==> config.mk <==
export PLATFORM = sky130hd
export DESIGN_NAME = fifo_queue_with_search_top
export DESIGN_NICKNAME = d
export VERILOG_FILES = /design/src/rtl/sqs_pkg.sv /design/src/rtl/sqs_cell.sv /design/src/rtl/sqs_find_first.sv /design/src/rtl/fifo_queue_with_search_top.sv
export VERILOG_INCLUDE_DIRS = /design/src /design/src/rtl
export SDC_FILE = /design/constraint.sdc
export NUM_CORES = 1
export LEC_CHECK = 0
export BUFFER_PORTS_ARGS = -buffer_cell sky130_fd_sc_hd__buf_4
export CORE_UTILIZATION = 40
export DETAILED_ROUTE_END_ITERATION = 10
export PLACE_DENSITY = 0.62
export SKIP_LAST_GASP = 1
export SLEW_MARGIN = 5
export SYNTH_ARGS = -nofsm -noshare
export SYNTH_HDL_FRONTEND = slang
export SYNTH_SLANG_ARGS = --single-unit
==> constraint.sdc <==
create_clock -name clk -period 4.8 [get_ports clk]
set_input_delay 1.44 -clock clk [delete_from_list [all_inputs] [get_ports clk]]
set_output_delay 1.44 -clock clk [all_outputs]
set_load 0.1 [all_outputs]
==> src/rtl/fifo_queue_with_search_top_macros.svh <==
// Assertion macros for the searchable FIFO queue.
// Included by modules that carry concurrent checks; no other dependencies.
`ifndef FIFO_QUEUE_WITH_SEARCH_TOP_MACROS_SVH
`define FIFO_QUEUE_WITH_SEARCH_TOP_MACROS_SVH
`ifndef ASSERT_OFF
// Checked property, disabled while reset is active
`define SQS_ASSERT(lbl, clk, rstn, prop, msg) \
    lbl: assert property (@(posedge clk) disable iff (!rstn) prop) else $error(msg);
// Checked property, also evaluated during reset
`define SQS_ASSERT_ALWAYS(lbl, clk, prop, msg) \
    lbl: assert property (@(posedge clk) prop) else $error(msg);
`else
`define SQS_ASSERT(lbl, clk, rstn, prop, msg)
`define SQS_ASSERT_ALWAYS(lbl, clk, prop, msg)
`endif
`endif

==> src/rtl/sqs_pkg.sv <==
// Shared types and constants for the searchable FIFO queue.
// No dependencies; imported by every module of the block.
package sqs_pkg;

    // Fixed field widths of the stream payloads
    localparam int CMD_W    = 2;
    localparam int WORD_W   = 32;
    localparam int STATUS_W = 2;
    localparam int POS_W    = 5;
    localparam int OCC_W    = 5;
    localparam int M_TDATA_W = 48;

    // Command codes
    typedef enum logic [CMD_W-1:0] {
        CMD_ENQ    = 2'd0,
        CMD_DEQ    = 2'd1,
        CMD_SEARCH = 2'd2,
        CMD_NOP    = 2'd3
    } cmd_t;

    // Result status codes
    typedef enum logic [STATUS_W-1:0] {
        STAT_OK    = 2'd0,
        STAT_EMPTY = 2'd1,
        STAT_FULL  = 2'd2
    } status_t;

    // Controls broadcast to every cell
    typedef struct packed {
        logic shift;   // move every word one cell toward the head
        logic cmp;     // register the compare against the search word
    } cell_ctrl_t;

endpackage

==> src/rtl/sqs_cell.sv <==
// One storage cell of the queue chain: a word, its load/shift path and a comparator.
// Depends on sqs_pkg.
module sqs_cell
    import sqs_pkg::*;
#(
    parameter int DATA_WIDTH = 32,
    parameter int CNT_W      = 5,
    parameter int IDX        = 0
)
(
    input  logic                  clk,
    input  cell_ctrl_t            ctrl,
    input  logic                  load_en,
    input  logic [DATA_WIDTH-1:0] load_data,
    input  logic [DATA_WIDTH-1:0] neighbor_data,
    input  logic [CNT_W-1:0]      count,
    output logic [DATA_WIDTH-1:0] data,
    output logic                  match
);

    logic [DATA_WIDTH-1:0] data_reg;
    logic                  match_reg;
    logic                  in_range;

    // cell holds a live word when its slot lies below the fill count
    assign in_range = (count > CNT_W'(IDX));

    // word storage: shift toward head on dequeue, load on enqueue
    always_ff @(posedge clk)
    begin
        if (ctrl.shift)
        begin
            data_reg <= neighbor_data;
        end
        else if (load_en)
        begin
            data_reg <= load_data;
        end
    end

    // registered compare, search word is the same as load_data
    always_ff @(posedge clk)
    begin
        match_reg <= ctrl.cmp && in_range && (data_reg == load_data);
    end

    assign data  = data_reg;
    assign match = match_reg;

endmodule

==> src/rtl/sqs_find_first.sv <==
// Find-first over the cell match flags; returns the 1-based cell position.
// Depends on sqs_pkg for nothing but house consistency of widths via parameters.
module sqs_find_first
    import sqs_pkg::*;
#(
    parameter int DEPTH = 16,
    parameter int CNT_W = 5
)
(
    input  logic [DEPTH-1:0] match,
    output logic             found,
    output logic [CNT_W-1:0] position
);

    logic [DEPTH-1:0] first;

    // a cell is first when it matches and no cell nearer the head does
    always_comb
    begin
        logic [DEPTH-1:0] lower_mask;
        for (int i = 0; i < DEPTH; i++)
        begin
            lower_mask = (DEPTH'(1) << i) - DEPTH'(1);
            first[i]   = match[i] && ((match & lower_mask) == '0);
        end
    end

    // encode the one-hot first flag
    always_comb
    begin
        position = '0;
        for (int i = 0; i < DEPTH; i++)
        begin
            position = position | (first[i] ? CNT_W'(i + 1) : CNT_W'(0));
        end
    end

    assign found = |match;

endmodule

==> src/rtl/fifo_queue_with_search_top.sv <==
// Searchable FIFO queue: a chain of DEPTH cells, head word always in cell 0.
// An accepted item passes the execute state, then the done state (encode), then the output register.
// No new item is accepted until the result of the last one is loaded into the output register.
// Search compares every cell in parallel into registered match flags, then a find-first picks the position.
// Reset (rst_n low, asynchronous) empties the queue; stored words need no clearing.
`include "fifo_queue_with_search_top_macros.svh"
module fifo_queue_with_search_top
    import sqs_pkg::*;
#(
    parameter int DEPTH      = 16,
    parameter int DATA_WIDTH = 32
)
(
    input  logic                 clk,
    input  logic                 rst_n,
    input  logic                 s_axis_tvalid,
    output logic                 s_axis_tready,
    input  logic [WORD_W-1:0]    s_axis_tdata,   // [31:0] data_word
    input  logic [CMD_W-1:0]     s_axis_tuser,   // [1:0] cmd
    output logic                 m_axis_tvalid,
    input  logic                 m_axis_tready,
    output logic [M_TDATA_W-1:0] m_axis_tdata,   // [31:0] head_word, [32] found,
                                                 // [37:33] position, [42:38] occupancy
    output logic [STATUS_W-1:0]  m_axis_tuser    // [1:0] status
);

    localparam int CNT_W = $clog2(DEPTH + 1);

    typedef enum logic [2:0] {
        ST_IDLE = 3'b001,
        ST_EXEC = 3'b010,
        ST_DONE = 3'b100
    } state_t;

    state_t                state_reg, state_next;
    logic [CNT_W-1:0]      count_reg, count_next;
    logic                  out_valid_reg, out_valid_next;

    logic [CMD_W-1:0]      cmd_reg;
    logic [DATA_WIDTH-1:0] word_reg;
    status_t               status_reg, status_next;
    logic [DATA_WIDTH-1:0] head_reg, head_next;

    status_t               out_status_reg;
    logic [WORD_W-1:0]     out_head_reg;
    logic                  out_found_reg;
    logic [POS_W-1:0]      out_pos_reg;
    logic [OCC_W-1:0]      out_occ_reg;

    logic                  in_xfer;
    logic                  out_load;
    logic                  is_exec;
    logic                  full;
    logic                  empty;
    logic                  enq_ok;
    logic                  deq_ok;
    cell_ctrl_t            cell_ctrl;

    logic [DATA_WIDTH-1:0]        cell_data [DEPTH];
    logic [DEPTH-1:0]             cell_match;
    logic [DEPTH-1:0]             cell_load;
    logic                         hit;
    logic [CNT_W-1:0]             hit_pos;

    logic [DATA_WIDTH+WORD_W-1:0] in_word_wide;
    logic [DATA_WIDTH+WORD_W-1:0] head_wide;
    logic [CNT_W+POS_W-1:0]       pos_wide;
    logic [CNT_W+OCC_W-1:0]       occ_wide;

    // handshakes
    assign s_axis_tready = (state_reg == ST_IDLE);
    assign in_xfer       = s_axis_tvalid && s_axis_tready;
    assign out_load      = (state_reg == ST_DONE) && (!out_valid_reg || m_axis_tready);

    // width adaptation between stream fields and internal words
    assign in_word_wide = {{DATA_WIDTH{1'b0}}, s_axis_tdata};
    assign head_wide    = {{WORD_W{1'b0}}, head_reg};
    assign pos_wide     = {{POS_W{1'b0}}, hit_pos};
    assign occ_wide     = {{OCC_W{1'b0}}, count_reg};

    // command decode in the execute cycle
    assign is_exec = (state_reg == ST_EXEC);
    assign full    = (count_reg == CNT_W'(DEPTH));
    assign empty   = (count_reg == '0);
    assign enq_ok  = is_exec && (cmd_reg == CMD_ENQ) && !full;
    assign deq_ok  = is_exec && (cmd_reg == CMD_DEQ) && !empty;
    assign cell_ctrl.shift = deq_ok;
    // compare kept running through DONE so a stalled result keeps its match flags
    assign cell_ctrl.cmp   = (is_exec || (state_reg == ST_DONE)) && (cmd_reg == CMD_SEARCH);

    // status, dequeued word and fill count for this item
    always_comb
    begin
        count_next = count_reg;
        if (enq_ok)
        begin
            count_next = count_reg + CNT_W'(1);
        end
        else if (deq_ok)
        begin
            count_next = count_reg - CNT_W'(1);
        end
        head_next = deq_ok ? cell_data[0] : '0;
        unique case (cmd_reg) inside
            CMD_ENQ:             status_next = full ? STAT_FULL : STAT_OK;
            CMD_DEQ, CMD_SEARCH: status_next = empty ? STAT_EMPTY : STAT_OK;
            default:             status_next = STAT_OK;
        endcase
    end

    // sequencer
    always_comb
    begin
        state_next = state_reg;
        unique case (state_reg)
            ST_IDLE: if (in_xfer) state_next = ST_EXEC;
            ST_EXEC: state_next = ST_DONE;
            ST_DONE: if (out_load) state_next = ST_IDLE;
            default: state_next = ST_IDLE;
        endcase
    end

    // output register valid flag
    always_comb
    begin
        out_valid_next = out_valid_reg;
        if (out_load)
        begin
            out_valid_next = 1'b1;
        end
        else if (m_axis_tready)
        begin
            out_valid_next = 1'b0;
        end
    end

    // control state
    always_ff @(posedge clk or negedge rst_n)
    begin
        if (!rst_n)
        begin
            state_reg     <= ST_IDLE;
            count_reg     <= '0;
            out_valid_reg <= 1'b0;
        end
        else
        begin
            state_reg     <= state_next;
            count_reg     <= count_next;
            out_valid_reg <= out_valid_next;
        end
    end

    // item capture and execute results
    always_ff @(posedge clk)
    begin
        if (in_xfer)
        begin
            cmd_reg  <= s_axis_tuser;
            word_reg <= in_word_wide[DATA_WIDTH-1:0];
        end
        if (is_exec)
        begin
            status_reg <= status_next;
            head_reg   <= head_next;
        end
    end

    // output register
    always_ff @(posedge clk)
    begin
        if (out_load)
        begin
            out_status_reg <= status_reg;
            out_head_reg   <= head_wide[WORD_W-1:0];
            out_found_reg  <= hit;
            out_pos_reg    <= pos_wide[POS_W-1:0];
            out_occ_reg    <= occ_wide[OCC_W-1:0];
        end
    end

    assign m_axis_tvalid = out_valid_reg;
    assign m_axis_tuser  = out_status_reg;
    assign m_axis_tdata  = {{(M_TDATA_W - WORD_W - 1 - POS_W - OCC_W){1'b0}},
                            out_occ_reg, out_pos_reg, out_found_reg, out_head_reg};

    // chain of cells, cell 0 holds the head word
    for (genvar i = 0; i < DEPTH; i++)
    begin : g_cell
        logic [DATA_WIDTH-1:0] neighbor;

        if (i == DEPTH - 1)
        begin : g_last
            assign neighbor = cell_data[i];
        end
        else
        begin : g_mid
            assign neighbor = cell_data[i+1];
        end

        assign cell_load[i] = enq_ok && (count_reg == CNT_W'(i));

        sqs_cell #(
            .DATA_WIDTH (DATA_WIDTH),
            .CNT_W      (CNT_W),
            .IDX        (i)
        ) u_cell (
            .clk           (clk),
            .ctrl          (cell_ctrl),
            .load_en       (cell_load[i]),
            .load_data     (word_reg),
            .neighbor_data (neighbor),
            .count         (count_reg),
            .data          (cell_data[i]),
            .match         (cell_match[i])
        );
    end

    // first match nearest the head
    sqs_find_first #(
        .DEPTH (DEPTH),
        .CNT_W (CNT_W)
    ) u_find_first (
        .match    (cell_match),
        .found    (hit),
        .position (hit_pos)
    );

    // checks
    `SQS_ASSERT(a_count_bound, clk, rst_n, count_reg <= CNT_W'(DEPTH), "fill count above depth")
    `SQS_ASSERT(a_accept_exec, clk, rst_n, in_xfer |=> (state_reg == ST_EXEC), "accept without execute")
    `SQS_ASSERT(a_count_only_exec, clk, rst_n, (state_reg != ST_EXEC) |=> $stable(count_reg), "count moved outside execute")
    `SQS_ASSERT(a_found_pos, clk, rst_n, (out_valid_reg && out_found_reg) |-> (hit_pos != '0 || out_pos_reg != '0 || CNT_W > POS_W), "found with no position")
    `SQS_ASSERT(a_one_cell_load, clk, rst_n, $onehot0(cell_load), "more than one cell loaded")

endmodule

==> impl_metrics.toml, run 1 <==
[yosys]
ys_warn_count = 0
synth_cells = 2232
yosys.area.top_type = "edfxtp_1"
ys_ff_latch = 650
synth-edff-count = 625
async_flop_share_pct = 1.38
ys.flop_type = "edfxtp_1"
yosys-top-cells-area = "edfxtp_1, xor2_1, a21o_1"
synth_top_cell_area_share_pct = 60.1
postSynthAreaPerCell_um2 = 14.0
synth_area_mm2 = 0.0312
synth_cell_types = 50
seq_area_frac_synth_pct = 61.8

[critical_path]
critical_path_required_ns = 5.15
slowest_stage = "nand3_2"
worst_setup_path_start_kind = "register"
timing.rr.start = "count_reg[1]$_DFFE_PN0P_"
path_cells = "inv_1 -> ha_1 -> or4b_4 -> nand3_2 -> and2_1 -> buf_4 -> a21o_1"
cp-startpoint = "count_reg[1]$_DFFE_PN0P_"
cpPeakStageDelay_ns = 0.89
end_kind = "register"
cp_max_fo = 40
crit_arrival_ns = 4.25
crit_type = "register to register"

[timing]
skew_ns = 0.0246
max_freq_mhz = 257
hold_viol = 0
finalCriticalPeriod_ns = 3.90
slew_violations = 0
relSlewSlack_pct = 10.3
tightest_slew_ns = 1.35
setup_viol = 0
rsz0062_at_grt = "no"
timing.hold.ws_ns = 0.417
fin_setup_tns_ns = 0
fin_crit_sh_pct = 81.2

[cts]
post_cts_buffers = 0
cts_tree = "done"
clk-insertion-delay-late_ns = 0.62
clock_path_buffers = 3
ctsResizeCount = 0
h-tree-depth = 3
ctsHoldBuffers = 0
clock-sinks = 650
cts_made_buffers = 70
clkTransAtPathRegs_ns = 0.06
root_buffer = "clkbuf_16"

[pwr]
sw_frac_of_total_pct = 32.4
power.density_mw_per_mm2 = 485
power.switching_uw = 5440
clkPwrFrac_pct = 31.6
p_int_uw = 11400
pwr-share-comb_pct = 24.0
p_leak_uw = 0.0139
pwr-share-seq_pct = 44.4
peakVddDrop_mv = 0.236

[finish]
layout_common_cells = "edfxtp_1, a21o_1, xor2_1"
area_growth_pct = 11.0
largest_reg_flops = 512
drive_gt1_share_pct = 12.0
final_cells = 3354
final_common_cell = "edfxtp_1"
fin_nets = 2314
final_area_mm2 = 0.0347

[drt]
drt_iter0_markers = 2797
wl_per_cell_um = 29.8
vias = 19500
routed_via_density = 5.83
drcViolationCount = 0
wl_um = 100000
drtPass1Iterations = 6
ant_nets = 0

[global_route]
grt_pass1_wl_um = 142000
grt_max_degree = 204
antenna_found_initial = 5
grt_usage_pct = 25.3
gr-total-overflow = 0
grt_pass1_vias = 19300

[min_path]
hold_start = "status_reg[1]$_DFFE_PN_"
hold_class = "register to register"

[placed_design]
hpwl_um = 68500
dp.cells = 3235
place.gp.congestion = 0.936
port_buffers = 84
place_area_mm2 = 0.0325

[die]
initial_core_util_pct = 40.4
rows = 102
io_pins = 90
die_y_um = 281
core_area_mm2 = 0.0773
die_area_mm2 = 0.0792
die_w_um = 281

[flow_run]
max_cap_violations = 0

[status]
status = "finished clean"
-- synth_stat cells, types with 2 or more instances --
cell type and n:
a21oi_1 5, nor2b_1 2, buf_2 61, edfxtp_1 625
dfrtp_1 8, inv_1 9, o31ai_1 3, xor2_1 436
a31oi_1 2, or3_1 2, nor4b_1 2, a2111oi_0 3
and2_1 67, buf_4 39, nor3_1 18, a2111o_1 2
nand2_1 14, nor4_1 117, buf_6 58, dfxtp_1 16
nand3b_1 2, a21o_1 480, nand3_1 13, and3_1 5
nand2b_1 4, xnor2_1 80, ha_1 9, o21ai_0 20
o2111ai_1 2, nand4_1 41, a21boi_0 2, nor3b_1 3
o211ai_1 3, clkbuf_1 45, nor2_1 18, o21bai_1 2
-- cell families (layout without fill, tap and decap cells) --
group | after synthesis | count (layout) | synth area share [%]
AND/OR/NAND/NOR | 314 | 314 | 6.04
buffers and inverters | 212 | 289 | 4.66
adder cells (fa/ha/maj) | 9 | 9 | 0.361
AO/OA/AOI/OAI | 530 | 530 | 12.6
other | 1 | 6 | 0.0120
XOR/XNOR | 516 | 516 | 14.5
flip-flops | 650 | 650 | 61.8
-- critical path: cells and delay by family (launching register included) --
family	cells	cell delay (ns)
buffers and inverters	2	0.55
DFF	1	0.61
adders and majority gates	1	0.29
and+or+nand+nor	3	1.96
AOI/OAI and AO/OA	1	0.17
-- path summary, 6_finish.rpt --
kind                       cells after the start                                   to  slack (ns)
max                                            7  g_cell[6].u_cell.data[24]$_DFFE_PP_        0.90
min                                            0            m_axis_tuser[1]$_DFFE_PP_        0.42
max reg2reg                                    7  g_cell[6].u_cell.data[24]$_DFFE_PP_        0.90
min reg2reg                                    0            m_axis_tuser[1]$_DFFE_PP_        0.42
max in group asynchronous                      1             state_reg[0]$_DFFE_PN1P_        3.89
min in group asynchronous                      1             count_reg[1]$_DFFE_PN0P_        0.66
-- area by class of cell --
| cell class | count | area (µm²) |
|---|---|---|
| Tap cell | 1040 | 1300 |
| Inverter | 9 | 33.8 |
| Clock buffer | 91 | 1860 |
| Clock inverter | 27 | 292 |
| Multi-Input combinational cell | 1374 | 10600 |
| Sequential cell | 650 | 19300 |
| Timing Repair Buffer | 162 | 1240 |
| Fill cell | 6972 | 42700 |
| Antenna cell | 1 | 2.50 |
-- routing by layer --
metal | up-vias | track usage (%) | part of all wire [%]
met5 | - | 0 | 0.046
met4 | 6 | 10.3 | 3.9
met3 | 199 | 6.33 | 11
met2 | 1156 | 39.1 | 45
met1 | 9974 | 34.0 | 40
li1 | 8211 | - | -
-- stage by stage --
step	total power [µW]	util, %	setup WS (ns)
after floorplan	10000	-	0.201
after global placement	11500	42.0	1.07
after detailed placement	11500	42.0	0.997
after CTS	16700	44.8	0.989
after global routing	17200	44.8	0.830
final	16800	44.8	0.903
-- power groups by stage --
stage	registers (µW)	clock network, µW	logic [µW]
floorplan	7360	0	2680
CTS	7450	5330	3970
finish	7460	5300	4030
global placement	7560	0	3900
detailed placement	7560	0	3940
global route	7480	5520	4220
Power figures use the tool's default switching activity.
==> run 2, diff against run 1 <==
--- a/config.mk
+++ b/config.mk
@@ -6,10 +6,11 @@
 export SDC_FILE = /design/constraint.sdc
 export NUM_CORES = 1
 export LEC_CHECK = 0
+export ABC_AREA = 1
 export BUFFER_PORTS_ARGS = -buffer_cell sky130_fd_sc_hd__buf_4
 export CORE_UTILIZATION = 40
 export DETAILED_ROUTE_END_ITERATION = 10
-export PLACE_DENSITY = 0.62
+export PLACE_DENSITY = 0.6
 export SKIP_LAST_GASP = 1
 export SLEW_MARGIN = 5
 export SYNTH_ARGS = -nofsm -noshare
==> constraint.sdc (replaced) <==
create_clock -name clk -period 3.6 [get_ports clk]
set_input_delay 1.08 -clock clk [delete_from_list [all_inputs] [get_ports clk]]
set_output_delay 1.08 -clock clk [all_outputs]
set_load 0.1 [all_outputs]
==> impl_metrics.toml, run 2 <==
[pwr]
p_int_uw = 14800
sw_frac_of_total_pct = 35.3
pwr-share-comb_pct = 26.7
clkPwrFrac_pct = 30.4
power.density_mw_per_mm2 = 635
p_leak_uw = 0.0134
peakVddDrop_mv = 0.440
pwr-share-seq_pct = 42.9
power_uw = 22900
power.switching_uw = 8090

[yosys]
yosys-top-cells-area = "edfxtp_1, nand2_1, xnor2_1"
ys.flop_type = "edfxtp_1"
synth_top_cells_by_count = "nand2_1, edfxtp_1, xnor2_1"
ys_ff_latch = 650
synth_cells = 3133
async_flop_share_pct = 1.38
seq_area_frac_synth_pct = 61.2
synth_area_mm2 = 0.0316
yosysMostFrequentCell = "nand2_1"
synth_cell_types = 35
synth_top_cell_area_share_pct = 59.5
synth-edff-count = 625
yosys.area.top_type = "edfxtp_1"
postSynthAreaPerCell_um2 = 10.1
ys_warn_count = 0

[timing]
worst_slack_ns = 0.528
skew_ns = 0.0358
hold_viol = 0
rsz0062_at_grt = "no"
setup_viol = 0
relSlewSlack_pct = 13.7
finalCriticalPeriod_ns = 3.07
fin_crit_sh_pct = 85.3
tightest_slew_ns = 1.30
slew_violations = 0
max_freq_mhz = 325

[cts]
cts_tree = "done"
clock_path_buffers = 3
h-tree-depth = 3
clkTransAtPathRegs_ns = 0.06
ctsHoldBuffers = 0
clock-sinks = 650
root_buffer = "clkbuf_16"
post_cts_buffers = 0
cts_made_buffers = 72
clk-insertion-delay-late_ns = 0.65
ctsResizeCount = 0

[die]
initial_core_util_pct = 40.6
die_y_um = 283
die_w_um = 283
die_area_mm2 = 0.0800
rows = 102
core_area_mm2 = 0.0777
io_pins = 90

[placed_design]
dp.cells = 4223
hpwl_um = 82400
pre_cts_ws_ns = 0.600
place_area_mm2 = 0.0340
place.gp.congestion = 1.02
port_buffers = 84

[global_route]
grt_pass1_vias = 22800
grt_max_degree = 67
gr-total-overflow = 0
grt_usage_pct = 29.8
grt_pass1_wl_um = 166000
antenna_found_initial = 3

[critical_path]
critical_path_required_ns = 3.87
cpPeakStageDelay_ns = 0.48
worst_setup_path_start_kind = "register"
slowest_stage = "nand2_8"
crit_arrival_ns = 3.35
timing.rr.start = "count_reg[0]$_DFFE_PN0P_"
path_cells = "inv_2 -> ha_1 -> inv_1 -> nor2_2 -> nand2_2 -> nand2_8 -> inv_8 -> nor3_2 -> buf_4"
reg2reg_depth = 9
path_delay_family = "simple AND/OR/NAND/NOR gates"
r2r_end = "g_cell[15].u_cell.data[23]$_DFFE_PP_"
crit_buf_inv = 4
r2r_slack_ns = 0.53
end_kind = "register"
cp_max_fo = 47
crit_type = "register to register"

[drt]
routed_via_density = 5.48
ant_nets = 0
drtPass1Iterations = 6
drcViolationCount = 0
wl_per_cell_um = 27.1
drt_iter0_markers = 3083
vias = 23900
wl_um = 118000

[status]
status = "finished clean"

[finish]
drive_gt1_share_pct = 10.3
final_area_mm2 = 0.0361
multiInputGateArea_mm2 = 0.0108
largest_reg_flops = 512
fin_nets = 3304
register_area_mm2 = 0.0193
layout_common_cells = "nand2_1, edfxtp_1, xnor2_1"
final_common_cell = "nand2_1"
area_growth_pct = 14.4
n_fill_cell = 7328
final_cells = 4353

[flow_run]
max_cap_violations = 0

[min_path]
hold_class = "input pin to asynchronous set/reset pin"
==> run 2: cells by family after synthesis <==
kind of cell             count (synthesis)  share of synthesized area [%]
adder cells (fa/ha/maj)                  9                          0.357
other                                    1                         0.0119
XOR/XNOR                               380                           10.5
buffers and inverters                  370                           5.35
AO/OA/AOI/OAI                          218                           3.67
flip-flops                             650                           61.2
AND/OR/NAND/NOR                       1505                           18.9
==> run 2: layout make-up <==
cell class,instances,share of cell area [%]
sequential,650,53.5
multi-input combinational,2117,29.8
clock buffer,96,5.32
inverter,203,2.13
clock inverter,33,0.631
antenna,1,0.00693
tap,1040,3.60
timing repair buffer,213,5.02
==> run 2: power by group through the flow <==
stage / Combinational, µW / Clock [µW] / Sequential, µW
2_1_floorplan: 3260 / 0 / 9930
3_3_place_gp: 5890 / 0 / 9980
3_5_place_dp: 5900 / 0 / 9990
4_1_cts: 5940 / 7000 / 9830
5_1_grt: 6380 / 7260 / 9880
6_report: 6120 / 6960 / 9850
==> run 2: worst max-delay path by stage <==
stage | start | to | slack (ns) | cells after the start
final | count_reg[0]$_DFFE_PN0P_ | g_cell[15].u_cell.data[23]$_DFFE_PP_ | 0.53 | 9
after global routing | count_reg[0]$_DFFE_PN0P_ | g_cell[15].u_cell.data[26]$_DFFE_PP_ | 0.44 | 9
after CTS | count_reg[0]$_DFFE_PN0P_ | g_cell[15].u_cell.data[25]$_DFFE_PP_ | 0.57 | 9
after detailed placement | count_reg[0]$_DFFE_PN0P_ | g_cell[15].u_cell.data[3]$_DFFE_PP_ | 0.60 | 9
after global placement | count_reg[0]$_DFFE_PN0P_ | g_cell[15].u_cell.data[2]$_DFFE_PP_ | 0.56 | 9
after floorplan | state_reg[2]$_DFFE_PN0P_ | g_cell[0].u_cell.data[0]$_DFFE_PP_ | -1.09 | 5
==> run 2: routing by layer <==
layer	up-vias	share of wire, %	track usage, %
met5	-	0	0
met4	0	5.8	14.9
met3	315	11	6.62
met2	1470	44	45.8
met1	11600	39	39.6
li1	10500	-	-
==> run 2: stage by stage <==
step	setup TNS [ns]	utilization [%]	hold slack, ns
floorplan	-529.46	-	0.400
global placement	0	43.7	0.402
finish	0	46.5	0.289
detailed placement	0	43.7	0.405
global route	0	46.5	0.282
CTS	0	46.5	0.274
==> run 3, diff against run 2 <==
--- a/config.mk
+++ b/config.mk
@@ -15,4 +15,5 @@
 export SLEW_MARGIN = 5
 export SYNTH_ARGS = -nofsm -noshare
 export SYNTH_HDL_FRONTEND = slang
+export SYNTH_HIERARCHICAL = 1
 export SYNTH_SLANG_ARGS = --single-unit
==> impl_metrics.toml, run 3 <==
[cts]
cts_made_buffers = 73
cts_tree = "done"
clk-insertion-delay-late_ns = 0.64
root_buffer = "clkbuf_16"
ctsHoldBuffers = 0
clkTransAtPathRegs_ns = 0.06
clock_path_buffers = 3
ctsResizeCount = 0
post_cts_buffers = 0
clock-sinks = 650
h-tree-depth = 3

[global_route]
grt_pass1_vias = 27100
antenna_found_initial = 1
grt_pass1_wl_um = 171000
grt_max_degree = 128
gr-total-overflow = 0
grt_usage_pct = 25.2

[timing]
slew_violations = 0
fin_crit_sh_pct = 82.4
rsz0062_at_grt = "no"
relSlewSlack_pct = 25.8
max_freq_mhz = 337
fin_setup_tns_ns = 0
hold_viol = 0
skew_ns = 0.0155
finalCriticalPeriod_ns = 2.96
setup_viol = 0
timing.hold.ws_ns = 0.269
tightest_slew_ns = 1.11

[drt]
drcViolationCount = 0
drt_iter0_markers = 3446
ant_nets = 0
routed_via_density = 5.02
wl_per_cell_um = 19.7
vias = 29600
wl_um = 116000
drtPass1Iterations = 6

[yosys]
async_flop_share_pct = 1.38
yosysMostFrequentCell = "nand2_1"
seq_area_frac_synth_pct = 53.6
synth-edff-count = 625
yosys-top-cells-area = "edfxtp_1, nand2_1, inv_1"
synth_cells = 4558
synth_top_cell_area_share_pct = 52.1
ys_warn_count = 6
ys_ff_latch = 650
muxShareOfSynthArea_pct = 0
synthXorXnorAreaFrac_pct = 3.47
synth_top_cells_by_count = "nand2_1, inv_1, edfxtp_1"
synth_adder_area_share_pct = 0.347
synth_top_family_by_area = "simple AND/OR/NAND/NOR gates"
synth_simple_gate_area_share_pct = 27.0
synth_compound_area_share_pct = 6.28
ys.flop_type = "edfxtp_1"
synth_area_mm2 = 0.0361
yosys.area.top_type = "edfxtp_1"
synth_cell_types = 44
postSynthAreaPerCell_um2 = 7.91

[critical_path]
critical_path_required_ns = 3.95
cpPeakStageDelay_ns = 0.62
crit_arrival_ns = 3.32
r2r_slack_ns = 0.64
worst_setup_path_start_kind = "register"
slowest_stage = "nor2_4"
path_cells = "inv_1 -> ha_1 -> nand4_1 -> nor2_4 -> buf_12 -> buf_4 -> o21ai_0"
path_delay_family = "buffers and inverters"
cp_max_fo = 127
crit_buf_inv = 3
end_kind = "register"
crit_type = "register to register"

[pwr]
p_leak_uw = 0.0181
power_uw = 23000
peakVddDrop_mv = 0.519
power.density_mw_per_mm2 = 566

[finish]
largest_reg_flops = 512
diodes = 0
layout_common_cells = "nand2_1, inv_1, edfxtp_1"
fin_nets = 4738
final_common_cell = "nand2_1"
drive_gt1_share_pct = 7.86
area_growth_pct = 12.6

[flow_run]
max_cap_violations = 0

[placed_design]
place.gp.congestion = 0.928
hpwl_um = 83100
port_buffers = 84

[die]
rows = 109
core_area_mm2 = 0.0888
die_y_um = 302
initial_core_util_pct = 40.6
die_w_um = 302
die_area_mm2 = 0.0913
io_pins = 90

[status]
status = "finished clean"

[min_path]
hold_class = "input pin to asynchronous set/reset pin"
==> run 3: cell types whose count changed in the layout (fill, tap and decap cells not counted), sizes merged, moves of 45 or more <==
| cell | delta |
|---|---|
| inv | +521 |
| nand2 | +850 |
| nand4 | -45 |
| nor2 | +138 |
| o21ai | +252 |
| xnor2 | -179 |
| xor2 | -58 |
==> run 3: metrics by stage <==
| step | area [µm²] | utilization, % | cells | setup slack, ns |
|---|---|---|---|---|
| final | 40600 | 45.7 | 5909 | 0.635 |
| after CTS | 40600 | 45.7 | 5909 | 0.652 |
| after global placement | 38400 | 43.2 | 5780 | 0.727 |
| after detailed placement | 38400 | 43.2 | 5780 | 0.670 |
| after floorplan | 36100 | - | 4562 | 0.126 |
| after global routing | 40600 | 45.7 | 5909 | 0.428 |
==> run 3: path summary, 6_finish.rpt <==
check                                          startpoint                              endpoint  depth (start not counted)
worst min-delay path                                rst_n              state_reg[2]$_DFFE_PN0P_                          1
max in group asynchronous                           rst_n              state_reg[0]$_DFFE_PN1P_                          1
worst max register to register       cmd_reg[1]$_DFFE_PP_  g_cell[12].u_cell/data[19]$_DFFE_PP_                          7
min in group clk                head_reg[2]$_SDFFCE_PN0N_             out_head_reg[2]$_DFFE_PP_                          0
worst min register to register  head_reg[2]$_SDFFCE_PN0N_             out_head_reg[2]$_DFFE_PP_                          0
worst max-delay path                 cmd_reg[1]$_DFFE_PP_  g_cell[12].u_cell/data[19]$_DFFE_PP_                          7
==> run 3: cells by family (layout without fill, tap and decap cells) <==
group,count (synthesis),after routing
AND/OR/NAND/NOR,2466,2466
buffers and inverters,844,1026
flip-flops,650,650
AO/OA/AOI/OAI,444,444
XOR/XNOR,143,143
adder cells (fa/ha/maj),10,10
other,1,5
==> run 3: area by class of cell <==
cell class	instances	area (µm²)
timing repair buffer	173	1470
clock buffer	98	1980
multi-input combinational	3068	13400
clock inverter	31	236
sequential	650	19300
inverter	724	2720
fill	8672	48200
tap	1165	1460
==> run 3: routing by layer <==
metal | global-route usage [%] | share of wire (%) | vias up
met2 | 37.9 | 44 | 1300
met1 | 35.4 | 43 | 13700
li1 | - | - | 14400
met5 | 0 | 0 | -
met4 | 9.84 | 3.7 | 0
met3 | 5.40 | 9.8 | 197
==> run 3: where the power goes <==
| group | switching, µW | total (µW) | internal (µW) |
|---|---|---|---|
| Sequential | 664 | 9960 | 9290 |
| Clock | 3160 | 7190 | 4020 |
| Combinational | 4130 | 5820 | 1690 |
==> run 3: worst register-to-register path, cell delays in order, from the launching register on <==
cell and delay [ns]:
edfxtp_1 0.42, inv_1 0.10, ha_1 0.18, nand4_1 0.16, nor2_4 0.62, buf_12 0.50, buf_4 0.54, o21ai_0 0.18
